File: src/design/fpm_pkg.sv
// fpm_pkg: shared types, constants and the fraction log table of the frame psnr meter
// depends on nothing; every other file of the block imports it
`timescale 1ns / 1ps
`default_nettype none

package fpm_pkg;

   // sizing
   localparam int MAX_PIXELS_LOG2 = 24;
   localparam int LOG_TABLE_BITS  = 8;
   localparam int SAMPLE_W        = 8;
   localparam int NUM_LANES       = 3;
   localparam int SQ_W            = 2 * SAMPLE_W;
   localparam int LANE_SUM_W      = SQ_W + 2;
   localparam int CNT_W           = MAX_PIXELS_LOG2;
   localparam int PEAK_W          = 18;
   localparam int SUM_W           = CNT_W + PEAK_W;
   localparam int EXP_W           = $clog2(SUM_W);
   localparam int FRAC_W          = 16;
   localparam int LOG_W           = EXP_W + FRAC_W;
   localparam int SCALE_W         = 18;
   localparam int PROD_W          = LOG_W + SCALE_W;
   localparam int ROUND_SHIFT     = 24;
   localparam int Q_W             = PROD_W + 1 - ROUND_SHIFT;
   localparam int PSNR_W          = 16;
   localparam int TABLE_DEPTH     = 1 << LOG_TABLE_BITS;

   // constants of the psnr formula
   localparam logic [PEAK_W-1:0]  PEAK_SQ_X3      = 18'd195075;
   localparam logic [SCALE_W-1:0] TEN_LOG10_2_Q16 = 18'd197283;
   localparam logic [PSNR_W-1:0]  CAP_Q8          = 16'd51200;
   localparam logic [CNT_W-1:0]   COUNT_MAX       = {CNT_W{1'b1}};

   // request and response payloads
   typedef struct packed {
      logic [SAMPLE_W-1:0] ref_ch0;
      logic [SAMPLE_W-1:0] ref_ch1;
      logic [SAMPLE_W-1:0] ref_ch2;
      logic [SAMPLE_W-1:0] cmp_ch0;
      logic [SAMPLE_W-1:0] cmp_ch1;
      logic [SAMPLE_W-1:0] cmp_ch2;
      logic                frame_end;
   } req_payload_type;

   typedef struct packed {
      logic [PSNR_W-1:0] psnr_db;
      logic              identical;
   } rsp_payload_type;

   // totals of a finished frame, handed from the accumulator to the sequencer
   typedef struct packed {
      logic             valid;
      logic [SUM_W-1:0] sse;
      logic [CNT_W-1:0] count;
   } frame_type;

   // log unit status
   typedef struct packed {
      logic             done;
      logic [LOG_W-1:0] value;
   } log_status_type;

   typedef logic [FRAC_W-1:0] log_table_type [TABLE_DEPTH];

   // log2(1 + i/depth) in q16, by repeated truncating squaring of a q30 mantissa
   function automatic log_table_type build_log_table();
      log_table_type    t;
      logic [63:0]      m;
      logic [FRAC_W-1:0] r;
      for (int i = 0; i < TABLE_DEPTH; i++) begin
         m = 64'(TABLE_DEPTH + i) << (30 - LOG_TABLE_BITS);
         r = '0;
         for (int k = 0; k < FRAC_W; k++) begin
            m = (m * m) >> 30;
            r = {r[FRAC_W-2:0], 1'b0};
            if (m >= 64'h0000_0000_8000_0000) begin
               r[0] = 1'b1;
               m    = m >> 1;
            end
         end
         t[i] = r;
      end
      return t;
   endfunction

   localparam log_table_type LOG_TABLE = build_log_table();

endpackage

`default_nettype wire

File: src/design/fpm_lane.sv
// fpm_lane: one channel lane, absolute difference and its square, registered
// depends on fpm_pkg
`timescale 1ns / 1ps
`default_nettype none

module fpm_lane
   import fpm_pkg::*;
(
   input  wire logic                clock,
   input  wire logic                load,
   input  wire logic [SAMPLE_W-1:0] ref_sample,
   input  wire logic [SAMPLE_W-1:0] cmp_sample,
   output logic      [SQ_W-1:0]     sq_ff
);

   logic [SAMPLE_W-1:0] diff;
   logic [SQ_W-1:0]     sq_in;

   // absolute difference and square
   always_comb begin
      diff  = (ref_sample > cmp_sample) ? (ref_sample - cmp_sample)
                                        : (cmp_sample - ref_sample);
      sq_in = SQ_W'(diff) * SQ_W'(diff);
   end

   always_ff @(posedge clock) begin
      if (load) begin
         sq_ff <= sq_in;
      end
   end

endmodule

`default_nettype wire

File: src/design/fpm_accum.sv
// fpm_accum: merging stage, adds the lane squares into the frame error sum and counts pixels
// depends on fpm_pkg
`timescale 1ns / 1ps
`default_nettype none

module fpm_accum
   import fpm_pkg::*;
(
   input  wire logic                           clock,
   input  wire logic                           reset,
   input  wire logic                           in_valid,
   input  wire logic                           in_end,
   input  wire logic [NUM_LANES-1:0][SQ_W-1:0] lane_sq,
   output frame_type                           frame
);

   logic [SUM_W-1:0]      sum_ff, sum_in, sum_upd;
   logic [CNT_W-1:0]      count_ff, count_in, count_upd;
   logic [LANE_SUM_W-1:0] lane_total;

   // merge the lanes
   always_comb begin
      lane_total = '0;
      for (int i = 0; i < NUM_LANES; i++) begin
         lane_total = lane_total + LANE_SUM_W'(lane_sq[i]);
      end
   end

   // accumulate until the count saturates, clear after the frame end pixel
   always_comb begin
      if (count_ff != COUNT_MAX) begin
         sum_upd   = sum_ff + SUM_W'(lane_total);
         count_upd = count_ff + CNT_W'(1);
      end else begin
         sum_upd   = sum_ff;
         count_upd = count_ff;
      end
      sum_in   = sum_ff;
      count_in = count_ff;
      if (in_valid) begin
         if (in_end) begin
            sum_in   = '0;
            count_in = '0;
         end else begin
            sum_in   = sum_upd;
            count_in = count_upd;
         end
      end
      frame.valid = in_valid & in_end;
      frame.sse   = sum_upd;
      frame.count = count_upd;
   end

   always_ff @(posedge clock) begin
      if (reset) begin
         sum_ff   <= '0;
         count_ff <= '0;
      end else begin
         sum_ff   <= sum_in;
         count_ff <= count_in;
      end
   end

endmodule

`default_nettype wire

File: src/design/fpm_log2.sv
// fpm_log2: base-2 log in q16, leading-one search one bit a cycle, then table lookup
// depends on fpm_pkg (LOG_TABLE)
`timescale 1ns / 1ps
`default_nettype none

module fpm_log2
   import fpm_pkg::*;
(
   input  wire logic             clock,
   input  wire logic             reset,
   input  wire logic             start,
   input  wire logic [SUM_W-1:0] value,
   output log_status_type        status
);

   logic [SUM_W-1:0] x_ff, x_in;
   logic [EXP_W-1:0] exp_ff, exp_in;
   logic             busy_ff, busy_in;
   logic             done_ff, done_in;
   logic             zero_ff, zero_in;

   // normalize: shift left until the top bit is set
   always_comb begin
      x_in    = x_ff;
      exp_in  = exp_ff;
      busy_in = busy_ff;
      done_in = done_ff;
      zero_in = zero_ff;
      if (start) begin
         x_in    = value;
         exp_in  = EXP_W'(SUM_W - 1);
         busy_in = (value != '0);
         done_in = (value == '0);
         zero_in = (value == '0);
      end else if (busy_ff) begin
         if (x_ff[SUM_W-1]) begin
            busy_in = 1'b0;
            done_in = 1'b1;
         end else begin
            x_in   = {x_ff[SUM_W-2:0], 1'b0};
            exp_in = exp_ff - EXP_W'(1);
         end
      end
   end

   // exponent and fraction bits below the leading one
   always_comb begin
      status.done  = done_ff;
      status.value = zero_ff ? '0
                             : {exp_ff, LOG_TABLE[x_ff[SUM_W-2 -: LOG_TABLE_BITS]]};
   end

   always_ff @(posedge clock) begin
      if (reset) begin
         busy_ff <= 1'b0;
         done_ff <= 1'b0;
         zero_ff <= 1'b0;
      end else begin
         busy_ff <= busy_in;
         done_ff <= done_in;
         zero_ff <= zero_in;
      end
   end

   always_ff @(posedge clock) begin
      x_ff   <= x_in;
      exp_ff <= exp_in;
   end

endmodule

`default_nettype wire

File: src/design/frame_psnr_meter.sv
// frame_psnr_meter: top level, lanes, accumulator, log units, psnr sequencer, response register
// depends on fpm_pkg, fpm_lane, fpm_accum, fpm_log2
//
// Takes one pixel pair per cycle while a frame is streaming: three lanes square the
// channel differences and a merging stage adds them into the frame error sum. The
// request marked frame_end closes the frame. From the cycle after it, requests are
// stalled while the psnr is worked out. A frame with zero error skips the logs. The
// time taken otherwise is set by the two log units, whose leading-one search shifts
// one bit per cycle along the 42-bit sum. The finished result may also wait until
// the output register is free.
// The result sits in an output register, so the next frame streams in while it
// waits to be taken; a second frame end waits in the sequencer if it is still full.
`timescale 1ns / 1ps
`default_nettype none

module frame_psnr_meter
   import fpm_pkg::*;
(
   input  wire logic            clock,
   input  wire logic            reset,
   input  wire logic            req_valid,
   output logic                 req_stall,
   input  wire req_payload_type req_data,
   output logic                 rsp_valid,
   input  wire logic            rsp_stall,
   output rsp_payload_type      rsp_data
);

   localparam logic [2:0] ST_IDLE  = 3'd0;
   localparam logic [2:0] ST_MUL   = 3'd1;
   localparam logic [2:0] ST_LOG   = 3'd2;
   localparam logic [2:0] ST_SCALE = 3'd3;
   localparam logic [2:0] ST_OUT   = 3'd4;

   logic                           req_accept;
   logic                           s1_valid_ff, s1_valid_in;
   logic                           s1_end_ff, s1_end_in;
   logic [NUM_LANES-1:0][SAMPLE_W-1:0] ref_samples, cmp_samples;
   logic [NUM_LANES-1:0][SQ_W-1:0] lane_sq;
   frame_type                      frame;

   logic [2:0]             state_ff, state_in;
   logic [SUM_W-1:0]       sse_ff, sse_in;
   logic [CNT_W-1:0]       count_ff, count_in;
   logic                   identical_ff, identical_in;
   logic [LOG_W-1:0]       d_ff, d_in;
   logic [PROD_W-1:0]      prod_ff, prod_in;
   logic                   sse_zero;
   logic                   log_start;
   logic [SUM_W-1:0]       num_value;
   log_status_type         num_log, den_log;
   logic [PROD_W:0]        round_sum;
   logic [Q_W-1:0]         q_full;
   logic [PSNR_W-1:0]      psnr_val;

   logic                   rsp_free;
   logic                   rsp_load;
   logic                   rsp_valid_ff, rsp_valid_in;
   rsp_payload_type        rsp_data_ff;

   // request handshake: hold off while a frame end is in flight or being finished
   assign req_stall  = (state_ff != ST_IDLE) | (s1_valid_ff & s1_end_ff);
   assign req_accept = req_valid & ~req_stall;

   assign ref_samples = {req_data.ref_ch2, req_data.ref_ch1, req_data.ref_ch0};
   assign cmp_samples = {req_data.cmp_ch2, req_data.cmp_ch1, req_data.cmp_ch0};

   // channel lanes
   for (genvar g = 0; g < NUM_LANES; g++) begin : g_lane
      fpm_lane u_lane (
         .clock      (clock),
         .load       (req_accept),
         .ref_sample (ref_samples[g]),
         .cmp_sample (cmp_samples[g]),
         .sq_ff      (lane_sq[g])
      );
   end

   assign s1_valid_in = req_accept;
   assign s1_end_in   = req_accept ? req_data.frame_end : s1_end_ff;

   always_ff @(posedge clock) begin
      if (reset) begin
         s1_valid_ff <= 1'b0;
         s1_end_ff   <= 1'b0;
      end else begin
         s1_valid_ff <= s1_valid_in;
         s1_end_ff   <= s1_end_in;
      end
   end

   // merging stage
   fpm_accum u_accum (
      .clock    (clock),
      .reset    (reset),
      .in_valid (s1_valid_ff),
      .in_end   (s1_end_ff),
      .lane_sq  (lane_sq),
      .frame    (frame)
   );

   // log units for numerator and error sum
   assign sse_zero  = (sse_ff == '0);
   assign log_start = (state_ff == ST_MUL) & ~sse_zero;
   assign num_value = SUM_W'(count_ff) * SUM_W'(PEAK_SQ_X3);

   fpm_log2 u_num_log (
      .clock  (clock),
      .reset  (reset),
      .start  (log_start),
      .value  (num_value),
      .status (num_log)
   );

   fpm_log2 u_den_log (
      .clock  (clock),
      .reset  (reset),
      .start  (log_start),
      .value  (sse_ff),
      .status (den_log)
   );

   // rounding and cap of the scaled log difference
   always_comb begin
      round_sum = (PROD_W + 1)'(prod_ff) + ((PROD_W + 1)'(1) << (ROUND_SHIFT - 1));
      q_full    = round_sum[PROD_W:ROUND_SHIFT];
      if (identical_ff) begin
         psnr_val = CAP_Q8;
      end else if (q_full > Q_W'(CAP_Q8)) begin
         psnr_val = CAP_Q8;
      end else begin
         psnr_val = q_full[PSNR_W-1:0];
      end
   end

   assign rsp_free = ~rsp_valid_ff | ~rsp_stall;

   // psnr sequencer
   always_comb begin
      state_in     = state_ff;
      sse_in       = sse_ff;
      count_in     = count_ff;
      identical_in = identical_ff;
      d_in         = d_ff;
      prod_in      = prod_ff;
      rsp_load     = 1'b0;
      unique case (state_ff)
         ST_IDLE: begin
            if (frame.valid) begin
               sse_in   = frame.sse;
               count_in = frame.count;
               state_in = ST_MUL;
            end
         end
         ST_MUL: begin
            identical_in = sse_zero;
            state_in     = sse_zero ? ST_OUT : ST_LOG;
         end
         ST_LOG: begin
            if (num_log.done & den_log.done) begin
               d_in     = (num_log.value > den_log.value) ? (num_log.value - den_log.value)
                                                          : '0;
               state_in = ST_SCALE;
            end
         end
         ST_SCALE: begin
            prod_in  = PROD_W'(d_ff) * PROD_W'(TEN_LOG10_2_Q16);
            state_in = ST_OUT;
         end
         ST_OUT: begin
            if (rsp_free) begin
               rsp_load = 1'b1;
               state_in = ST_IDLE;
            end
         end
         default: begin
            state_in = ST_IDLE;
         end
      endcase
   end

   always_ff @(posedge clock) begin
      if (reset) begin
         state_ff <= ST_IDLE;
      end else begin
         state_ff <= state_in;
      end
   end

   always_ff @(posedge clock) begin
      sse_ff       <= sse_in;
      count_ff     <= count_in;
      identical_ff <= identical_in;
      d_ff         <= d_in;
      prod_ff      <= prod_in;
   end

   // response register
   assign rsp_valid_in = rsp_load | (rsp_valid_ff & rsp_stall);

   always_ff @(posedge clock) begin
      if (reset) begin
         rsp_valid_ff <= 1'b0;
      end else begin
         rsp_valid_ff <= rsp_valid_in;
      end
   end

   always_ff @(posedge clock) begin
      if (rsp_load) begin
         rsp_data_ff.psnr_db   <= psnr_val;
         rsp_data_ff.identical <= identical_ff;
      end
   end

   assign rsp_valid = rsp_valid_ff;
   assign rsp_data  = rsp_data_ff;

endmodule

`default_nettype wire

File: config.mk
export PLATFORM = sky130hd
export DESIGN_NAME = frame_psnr_meter
export DESIGN_NICKNAME = d
export VERILOG_FILES = /design/src/design/fpm_pkg.sv /design/src/design/fpm_lane.sv /design/src/design/fpm_accum.sv /design/src/design/fpm_log2.sv /design/src/design/frame_psnr_meter.sv
export SDC_FILE = /design/constraint.sdc
export NUM_CORES = 2
export LEC_CHECK = 0
export BUFFER_PORTS_ARGS = -buffer_cell sky130_fd_sc_hd__buf_4
export CAP_MARGIN = 20
export CORE_MARGIN = 5
export CORE_UTILIZATION = 45
export CTS_BUF_LIST = sky130_fd_sc_hd__clkbuf_4 sky130_fd_sc_hd__clkbuf_8 sky130_fd_sc_hd__clkbuf_16
export CTS_CLUSTER_SIZE = 12
export DETAILED_ROUTE_END_ITERATION = 7
export PLACE_DENSITY = 0.6
export SETUP_SLACK_MARGIN = 0.05
export SYNTH_ARGS = -nofsm -noshare
export SYNTH_HDL_FRONTEND = slang
export SYNTH_SLANG_ARGS = --single-unit
export TNS_END_PERCENT = 1
File: constraint.sdc
create_clock -name clock -period 6.4 [get_ports clock]
set_clock_uncertainty 0.15 [all_clocks]
set_input_delay 0.32 -clock clock [delete_from_list [all_inputs] [get_ports clock]]
set_output_delay 0.32 -clock clock [all_outputs]
set_load 0.01 [all_outputs]
==> run_results.csv <==
group,metric,value,unit
clocking,htree_levels,2,
drt,dr.first_iter.drc_count,3911,
timing,drv_slew,0,
yosys,synth_top_cell_area_share,17.1,%
yosys,syn_avg_cell_area,8.43,µm²
clocking,cts_tree,"built",
floorplanning,die_w,327,µm
drt,vias_per_cell,5.76,
global_routing,grt_max_degree,80,
timing,final_hold_viol_count,0,
layout,nets,6618,
power_and_ir_drop,leakagePower,23.6,nW
clocking,numClockSinks,342,
floorplanning,rows,116,
setup_path,crit_type,"register to register",
clocking,root_buffer,"clkbuf_16",
layout,antenna_cells,0,
layout,drive_gt1_share,14.1,%
timing,fin_crit,6.78,ns
clocking,clk_latency,0.61,ns
status,violations,"setup timing",
setup_path,cp-start-kind,"register",
drt,ant_nets,0,
timing,setup_slack,-0.379,ns
layout,final_common_cell,"inv_1",
yosys,synth_async_sr_flop_share,0,%
layout,area_delta_synth_final,15.4,%
power_and_ir_drop,p_per_area,569,mW/mm²
timing,relSlewSlack,24.8,%
power_and_ir_drop,ir_worst_vdd,0.601,mV
floorplanning,design.die.area,0.107,mm²
yosys,synth_edf_count,252,
timing,rsz0062_at_grt,"yes",
yosys,syn-cell-area,0.0451,mm²
setup_path,end_kind,"register",
layout,final_cell_mix,"inv_1, ha_1, buf_4",
floorplanning,initial_core_util,45.2,%
yosys,ys_seq_area_share,20.8,%
clocking,path_clk_slew,0.06,ns
floorplanning,ios,72,
floorplanning,die_h,327,µm
yosys,synth_top_cell_by_area,"ha_1",
drt,vias,40200,
yosys,synth_cell_type_count,93,
global_routing,antenna_found_initial,0,
drt,wire_per_inst,19.1,µm
place,port_buffers,71,
yosys,syn-num-nets,6321,
place,place_inst,6893,
setup_path,critPathMaxFanout,5,
hold_path,hold_class,"input pin to register",
clocking,clk_path_buf_depth,3,
timing,setup-tns-final,-1.44,ns
setup_path,cp.arrival,7.12,ns
run,drv_cap,0,
status,outcome,"finished with violations",
place,routabilityCongestion,1.01,
place,dp.final_hpwl,103000,µm
drt,drcViolationCount,0,
floorplanning,core,0.0999,mm²
global_routing,track_usage,24.3,%
yosys,synth_seq_cells,342,
timing,tightest_slew,1.12,ns
global_routing,grt_pass1_vias,39700,
timing,setup_viol,5,
layout,layout.cells.non_filler,6986,
clocking,numCtsBuffers,43,
drt,drt_first_pass_iters,6,
yosys,synthTopCellsByArea,"ha_1, edfxtp_1, fa_1",
drt,wl,134000,µm
yosys,ys_dominant_reg_cell,"edfxtp_1",
timing,fin_crit_sh,106,%
yosys,netlist_instances,5356,
timing,fmax,148,MHz
global_routing,grt_overflow_total,0,
setup_path,required,6.74,ns
global_routing,grt_pass1_wl,213000,µm
yosys,yosys_warnings,0,
==> Yosys cell counts, drive strengths merged, types with 10 or more instances <==
library cell	n
fa	297
nor4	26
a21boi	13
or3	28
buf	52
nand3	125
clkbuf	239
ha	615
a21o	73
o21a	21
or2	24
a22oi	32
edfxtp	252
xor2	88
nor2	478
o221ai	13
a21oi	338
and2	16
nand2	479
a211o	15
a211oi	69
nand3b	73
nor3	123
clkinv	10
o311ai	25
o2111ai	13
a31oi	73
a2111oi	21
mux2i	42
mux4	14
dfxtp	90
and3	28
a311oi	30
o21ai	325
xnor2	159
a221oi	14
nand2b	33
o211ai	47
inv	649
nand4	39
o31ai	37
nor2b	39
o22ai	24
o21bai	32
==> routing by layer <==
layer	up-vias	GRT usage, %	wire length [µm]
met5	-	0	0
met4	0	8.75	5450
met3	328	3.22	9180
met2	1485	40.1	61600
met1	19000	32.7	57400
li1	19400	-	-
==> cells by family after synthesis <==
group	share of synthesized area (%)
adder cells (fa/ha/maj)	30.2
XOR/XNOR	4.79
AO/OA/AOI/OAI	18.7
flip-flops	20.8
multiplexers	1.85
AND/OR/NAND/NOR	15.8
buffers and inverters	7.94
==> stage by stage <==
| step | total power, mW | setup WS, ns | utilization, % | instance area, µm² | hold slack (ns) |
|---|---|---|---|---|---|
| 2_1_floorplan | 18.9 | -0.0847 | - | 45500 | 0.284 |
| 3_3_place_gp | 26.0 | -0.375 | 50.2 | 50100 | 0.300 |
| 3_5_place_dp | 26.2 | -0.502 | 50.2 | 50100 | 0.308 |
| 4_1_cts | 29.1 | -0.414 | 51.8 | 51700 | 0.00935 |
| 5_1_grt | 32.4 | -0.628 | 52.1 | 52100 | 0.0424 |
| 6_report | 29.6 | -0.379 | 52.1 | 52100 | 0.0606 |
==> where the power goes <==
part	switching [mW]	total [mW]	internal (mW)
Clock	1.05	2.57	1.52
Sequential	0.241	3.74	3.50
Combinational	12.7	23.3	10.6
==> sequential cells by signal, summed over array words and instances, names as in the netlist, 3 cells and up <==
register             flops
count_ff                24
u_den_log.x_ff          42
u_num_log.x_ff          42
state_ff                 3
rsp_data                17
g_lane.u_lane.sq_ff     45
sse_ff                  42
prod_ff                 17
u_accum.sum_ff          42
u_num_log.exp_ff         6
u_accum.count_ff        24
d_ff                    22
u_den_log.exp_ff         6
==> path summary, 6_finish.rpt <==
kind                                           to                             from  depth (start not counted)  slack [ns]
hold / removal               rsp_valid$_SDFF_PP0_                            reset                          2        0.06
setup / recovery     u_num_log.busy_ff$_SDFF_PP0_            count_ff[3]$_DFFE_PP_                         23       -0.38
setup reg to reg     u_num_log.busy_ff$_SDFF_PP0_            count_ff[3]$_DFFE_PP_                         23       -0.38
hold reg to reg   u_accum.sum_ff[29]$_SDFFE_PP0P_  u_accum.sum_ff[29]$_SDFFE_PP0P_                          1        0.33
==> final cells by class <==
| type | count | area [µm²] |
|---|---|---|
| fill | 9386 | 47800 |
| multi-input combinational | 4064 | 32800 |
| sequential | 342 | 9370 |
| timing repair buffer | 543 | 4230 |
| inverter | 659 | 2490 |
| tap | 1298 | 1620 |
| clock buffer | 53 | 1200 |
| clock inverter | 27 | 314 |
==> worst max-delay path, stage by stage (launching register included) <==
cell and delay (ns):
edfxtp_1 0.48, buf_4 0.19, fa_1 0.46, ha_1 0.30, inv_1 0.06, fa_1 0.53, inv_1 0.05, fa_1 0.53
inv_1 0.06, fa_1 0.50, fa_1 0.54, inv_1 0.04, ha_2 0.28, a21oi_1 0.25, o2111ai_1 0.13, a31oi_1 0.24
o31ai_1 0.13, buf_4 0.16, a21oi_2 0.16, xor2_1 0.24, and4_1 0.22, nand4b_1 0.12, or4_4 0.58, o31a_1 0.25
==> timing repair <==
item | in CTS | in global routing
setup endpoints to repair | 14 | 91
setup buffers | 1 | 8
hold endpoints to repair | 3 | 0
hold buffers | 4 | 0
gates resized for setup | 2 | 71
pin swaps | 2 | 28
Power figures use the tool's default switching activity.
